--- src/rtl/sorted_page_tracking_table_macros.svh ---
// ----------------------------------------------------------------------------
// Sorted page tracking table assertion macros
// Shared concurrent assertion forms, clocked on clk and off during reset.
// ----------------------------------------------------------------------------
`ifndef SORTED_PAGE_TRACKING_TABLE_MACROS_SVH
`define SORTED_PAGE_TRACKING_TABLE_MACROS_SVH

// property that must hold at every edge out of reset
`define SPT_ASSERT(lbl, prop, msg) \
  lbl: assert property (@(posedge clk) disable iff (!rst_n) (prop)) else $error(msg);

// condition that must be followed by a consequence in the next cycle
`define SPT_ASSERT_NEXT(lbl, ante, cons, msg) \
  lbl: assert property (@(posedge clk) disable iff (!rst_n) (ante) |=> (cons)) \
    else $error(msg);

`endif

--- src/rtl/spt_pkg.sv ---
// ----------------------------------------------------------------------------
// Sorted page tracking table package
// Transaction types, operation and status codes, cell link and fsm states.
// ----------------------------------------------------------------------------
package spt_pkg;

  localparam int KEY_W  = 32;
  localparam int DATA_W = 32;
  localparam int SLOT_W = 6;
  localparam int CNT_W  = 7;

  // operation codes
  typedef enum logic {
    FUNC_INSERT = 1'b0,
    FUNC_CLEAR  = 1'b1
  } func_t;

  // result status codes
  typedef enum logic [1:0] {
    STATUS_OK   = 2'd0,
    STATUS_DUP  = 2'd1,
    STATUS_FULL = 2'd2
  } status_t;

  // input transaction
  typedef struct packed {
    func_t             func;
    logic [KEY_W-1:0]  virt_addr;
    logic [DATA_W-1:0] entry_data;
  } in_t;

  // result transaction
  typedef struct packed {
    status_t           status;
    logic [SLOT_W-1:0] slot;
    logic [CNT_W-1:0]  entry_count;
  } out_t;

  // what one cell hands to its upper neighbor
  typedef struct packed {
    logic              gt;
    logic [KEY_W-1:0]  key;
    logic [DATA_W-1:0] data;
  } link_t;

  // control sequence states
  typedef enum logic [1:0] {
    ST_IDLE,
    ST_EVAL,
    ST_COMMIT,
    ST_ENCODE
  } state_t;

endpackage

--- src/rtl/spt_cell.sv ---
// ----------------------------------------------------------------------------
// Sorted page tracking table cell
// Holds one entry, compares it with the broadcast key and shifts it upward.
// ----------------------------------------------------------------------------
module spt_cell #(
  parameter int IDX = 0,
  parameter int CW  = 7
) (
  input  logic                      clk,
  input  logic                      rst_n,
  input  logic                      cmp_en,
  input  logic                      wr_en,
  input  logic [CW-1:0]             cnt,
  input  logic [spt_pkg::KEY_W-1:0] addr,
  input  logic [spt_pkg::DATA_W-1:0] data,
  input  spt_pkg::link_t            link_i,
  output spt_pkg::link_t            link_o,
  output logic                      eq_o,
  output logic                      ins_o
);
  import spt_pkg::*;

  logic [KEY_W-1:0]  key_r;
  logic [DATA_W-1:0] data_r;
  logic              gt_r;
  logic              eq_r;
  logic              occ;
  logic              at_end;

  // entry is live when below the fill count
  assign occ    = (CW'(IDX) < cnt);
  assign at_end = (CW'(IDX) == cnt);

  // compare flags against the new key
  always_ff @(posedge clk) begin
    if (!rst_n) begin
      gt_r <= 1'b0;
      eq_r <= 1'b0;
    end else if (cmp_en) begin
      gt_r <= occ && (key_r > addr);
      eq_r <= occ && (key_r == addr);
    end
  end

  // insertion point: first larger entry, or the first free place
  assign ins_o = occ ? (gt_r && !link_i.gt) : (at_end && !link_i.gt);
  assign eq_o  = eq_r;

  // shift up from the lower neighbor or take the new entry
  always_ff @(posedge clk) begin
    if (wr_en) begin
      if (link_i.gt) begin
        key_r  <= link_i.key;
        data_r <= link_i.data;
      end else if (ins_o) begin
        key_r  <= addr;
        data_r <= data;
      end
    end
  end

  assign link_o.gt   = gt_r;
  assign link_o.key  = key_r;
  assign link_o.data = data_r;

endmodule

--- config.mk ---
export PLATFORM = sky130hd
export DESIGN_NAME = spt_cell
export DESIGN_NICKNAME = d
export VERILOG_FILES = /design/src/rtl/sorted_page_tracking_table_macros.svh /design/src/rtl/spt_pkg.sv /design/src/rtl/spt_cell.sv
export SDC_FILE = /design/constraint.sdc
export NUM_CORES = 1
export LEC_CHECK = 0
export BUFFER_PORTS_ARGS = -buffer_cell sky130_fd_sc_hd__buf_2
export CAP_MARGIN = 20
export CORE_ASPECT_RATIO = 1.4
export CORE_UTILIZATION = 42
export CTS_CLUSTER_DIAMETER = 50
export DETAILED_ROUTE_END_ITERATION = 10
export GPL_ROUTABILITY_DRIVEN = 0
export PLACE_DENSITY = 0.76
export SLEW_MARGIN = 10
export SYNTH_ARGS = -nofsm -noshare
export SYNTH_HDL_FRONTEND = slang
export SYNTH_SLANG_ARGS = --single-unit
--- constraint.sdc ---
create_clock -name clk -period 4.1 [get_ports clk]
set_input_delay 0.82 -clock clk [delete_from_list [all_inputs] [get_ports clk]]
set_output_delay 0.82 -clock clk [all_outputs]
set_load 0.05 [all_outputs]
Word-level counts from Yosys, hierarchy flattened
Cells that the tools add are included.

Register bits after elaboration: 66. Word-level logic and storage cells: 20.

Reductions and logical operators: 8. Multiplexer cells: 5. Eq/ne operators: 1. $lt $le $gt $ge: 2.

Operators by type and width (number): 2-to-1 mux 32 bit (4); == test 32 bit (1); > comparator 32 bit (1); logical NOT 7 bit (1); less-than comparator 1 x 7 -> 1 bit (first input constant) (1); logical AND 1 bit (4); AND reduction 2 bit (1); nonzero test 2 bit (1); logical NOT 1 bit (1); 2-to-1 mux 1 bit (1).

Depth between registers and ports, before layout
Word-level depth: 5. Mapped depth: 7. Gate-level depth less buffers: 7.

Least setup slack after synthesis
Ideal clock, no wire load.

Path kind: input port to flip-flop. Start: input cnt[4]. End: register data_r[0], enable pin. Arrival: 3.256 ns. Buffers on the path: 0. Setup slack: 0.411 ns. Stages on the path: 3. Required time: 3.667 ns. Library setup time: 0.433 ns. Cell sequence: or4_1 > nor4_2 > o31a_1.

Word-level cells in the longest chain between the ends: 5. Elaborated cells on any way between the ends: 6. Those cells by class: order compare (1); mux (1); reduce/logical (4).

Ends and longest elaborated chain: from (decl) (line spt_cell.sv:13) `input logic [CW-1:0] cnt,`; branches (longest 2 deep; another with less-than comparator 1 x 7 -> 1 bit); 2-to-1 mux 1 bit (*) (line spt_cell.sv:46) `assign ins_o = occ ? (gt_r && !link_i.gt) : (at_end && !link_i.gt);`; nonzero test 2 bit (no line) (*); AND reduction 2 bit (no line) (*); to (signal assigned) (line spt_cell.sv:54) `data_r <= link_i.data;`; to (signal assigned) (line spt_cell.sv:57) `data_r <= data;`; to (decl) (line spt_cell.sv:24) `logic [DATA_W-1:0] data_r;`.

Mark *: on every way between the ends. A chain may end at the register's enable or synchronous reset.

Worst setup path after layout
Start: input cnt[4]. End: output ins_o.

Word-level cells in the longest chain between the ends: 3. Elaborated cells on any way between the ends: 4. Those cells by class: order compare (1); mux (1); reduce/logical (2).

Ends and longest elaborated chain: branches (longest 2 deep; another with less-than comparator 1 x 7 -> 1 bit); 2-to-1 mux 1 bit (*) (line spt_cell.sv:46); to (decl) (line spt_cell.sv:19) `output logic ins_o`.

Marks and branches as above.

==> impl_metrics.py <==
metrics = {
    "synthesis": {
        "yosysTopAreaCell": "edfxtp_1",
        "yosysSeqAreaShare_pct": 55.4,
        "ys.flop_type": "edfxtp_1",
        "synth_edf_count": 64,
        "ys_seq_elements": 66,
        "synth_top_area_share_pct": 54.3,
        "synth_area_leaders": "edfxtp_1 54%, ha_1 11%, mux2_2 10%",
        "synthArstFlopShare_pct": 0,
        "ys_warn_count": 0,
        "netlist_instances": 299,
        "syn-mean-instance-area_um2": 11.8,
        "syn-cell-area_um2": 3540,
        "synthDistinctLibCells": 29,
        "syn-num-nets": 471,
    },
    "worst_setup_path": {
        "slowest_delay_ns": 0.53,
        "crit_chain": "buf_2 -> or4_1 -> nor4_2 -> nor2_1 -> nor2_1 -> buf_2",
        "crit_path_start_kind": "primary input",
        "cp-end-kind": "output pin",
        "cp_max_fo": 4,
        "worst_ep_required_time_ns": 3.28,
        "critPathBufInv": 2,
        "crit_family": "simple AND/OR/NAND/NOR gates",
        "crit_type": "primary input to output pin",
        "slowest_stage": "or4_1",
        "crit_arrival_ns": 2.21,
    },
    "power": {
        "cellPowerDensity_nw_per_um2": 390,
        "internal-power_uw": 1400,
        "p_sw_share_pct": 27.6,
        "p_leak_uw": 0.00236,
        "power_switching_uw": 532,
        "p_seq_share_pct": 42.0,
        "p_clk_share_pct": 37.3,
        "pwr-share-comb_pct": 20.7,
        "ir_drop_uv": 244,
    },
    "die": {
        "io_pins": 207,
        "core_um2": 8150,
        "die_w_um": 79.6,
        "row_count": 39,
        "die_y_um": 111,
        "die_area_um2": 8800,
        "start_util_pct": 43.4,
    },
    "detailed_routing": {
        "viasPerCell": 5.01,
        "drc_errors": 0,
        "dr.pass1.iters": 4,
        "wl_per_cell_um": 14.5,
        "drt-total-wl_um": 8900,
        "antenna_left": 0,
        "vias": 3075,
        "drt_iter0_drc": 187,
    },
    "cts": {
        "cts_tree": "yes",
        "cts_resized": 0,
        "post_cts_buffers": 0,
        "clock_latency_ns": 0.32,
        "path_clk_slew_ns": 0.05,
        "hold_buffers": 0,
        "clk_path_buf_depth": 2,
        "numClockSinks": 66,
        "cts_made_buffers": 9,
        "cts_root_buf": "clkbuf_16",
        "htreeDepth": 3,
    },
    "final_layout": {
        "syn_to_final_growth_pct": 40.0,
        "final_cell_mix": "205 x buf_2, 64 x edfxtp_1, 39 x nand2_1",
        "layout_commonest_cell": "buf_2",
        "diodes": 0,
        "drive_above_1_share_pct": 50.4,
        "layout.nets": 679,
        "finalInstanceArea_um2": 4950,
        "fill_cells": 686,
    },
    "grt": {
        "antenna_found_initial": 0,
        "first_global_vias": 3008,
        "track_usage_pct": 20.2,
        "grt_overflow": 0,
        "grt_first_pass_wirelength_um": 13400,
        "grt_max_degree": 51,
    },
    "sta": {
        "setup_tns_ns": 0,
        "period_share_pct": 73.8,
        "hold_viol_final": 0,
        "finalSetupViolCount": 0,
        "tightest_slew_ns": 0.550,
        "slew_headroom_pct": 63.4,
        "layout_min_cycle_time_ns": 3.03,
        "rsz0062_at_grt": "false",
        "fin_skew_ns": 0.00682,
        "final_max_slew_viol_count": 0,
        "fmax_mhz": 330,
        "hold_ws_ns": 0.472,
    },
    "placed_design": {
        "dp_hpwl_um": 6980,
        "portBuffers": 206,
        "dpl_cell_area_um2": 4680,
    },
    "flow_run": {
        "drv_cap": 0,
    },
    "min_path": {
        "hold_class": "flip-flop to flip-flop",
    },
    "outcome": {
        "status": "completed",
    },
}
-- registers in the layout, summed over array words and instances, names as in the netlist --
register,cells
gt_r,1
eq_o,1
data_r,32
key_r,32
-- path summary, 6_finish.rpt --
| check | end | slack (ns) | startpoint | cells past startpoint |
|---|---|---|---|---|
| setup / recovery | ins_o | 1.07 | cnt[4] | 6 |
| hold / removal | eq_o | 0.47 | eq_o | 2 |
| setup reg to reg | gt_r | 1.96 | key_r[27] | 6 |
| hold reg to reg | eq_o | 0.47 | eq_o | 2 |
-- through the flow --
| stage | std cells | total power (uW) | setup slack, ns | utilization (%) |
|---|---|---|---|---|
| 2_1_floorplan | 299 | 1090 | 0.411 | - |
| 3_3_place_gp | 598 | 1210 | 1.06 | 57.4 |
| 4_1_cts | 614 | 1950 | 1.06 | 60.8 |
| 5_1_grt | 614 | 2010 | 0.931 | 60.8 |
| 6_report | 614 | 1930 | 1.07 | 60.8 |
| 3_5_place_dp | 598 | 1220 | 0.966 | 57.4 |
-- power by group through the flow --
stage	Clock (uW)	Combinational (uW)	Sequential, uW
floorplan	0	131	956
global placement	0	393	821
detailed placement	0	401	823
CTS	736	404	810
global route	764	432	813
finish	721	400	810
-- tightest hold or removal path, delay by kind of cell (launching register included) --
family           cells  cell delay [ns]
flip-flops           1             0.31
AO/OA/AOI/OAI        1             0.05
AND/OR/NAND/NOR      1             0.06
-- layer usage --
layer,global-route usage [%],up-vias,wire length (um)
met1,21.6,1422,3390
met5,0,-,0
met4,8.48,0,125
met2,36.1,141,4690
met3,5.79,8,702
li1,-,1504,-
-- cell usage after synthesis, types with 2 or more instances --
| master | instances |
|---|---|
| o211ai_1 | 2 |
| nand4_1 | 7 |
| nor2b_1 | 2 |
| clkbuf_1 | 11 |
| or4_1 | 2 |
| o21ai_0 | 35 |
| a21o_1 | 3 |
| a21oi_1 | 11 |
| nand2_1 | 39 |
| nor2_1 | 4 |
| a221oi_1 | 2 |
| inv_1 | 34 |
| nor3_1 | 3 |
| edfxtp_1 | 64 |
| ha_1 | 32 |
| dfxtp_1 | 2 |
| mux2_2 | 33 |
| nand3_1 | 2 |
-- logic make-up after synthesis --
logic type,count (synthesis),share of synthesized area [%]
flops,66,55.4
simple gates,64,8.55
compound gates,58,9.23
buf+inv,46,4.98
mux,33,10.5
fa+ha+maj,32,11.3
-- layout make-up --
cell class / count / area [um^2] / share of cell area [%]
clock inverters: 4 / 42.5 / 0.859
clock buffers: 12 / 236 / 4.77
multi-input cells: 187 / 1400 / 28.3
inverters: 34 / 128 / 2.58
well taps: 102 / 128 / 2.58
repair buffers: 209 / 1060 / 21.3
flip-flops and latches: 66 / 1960 / 39.6
No activity file was read; power rests on OpenSTA's default activity.
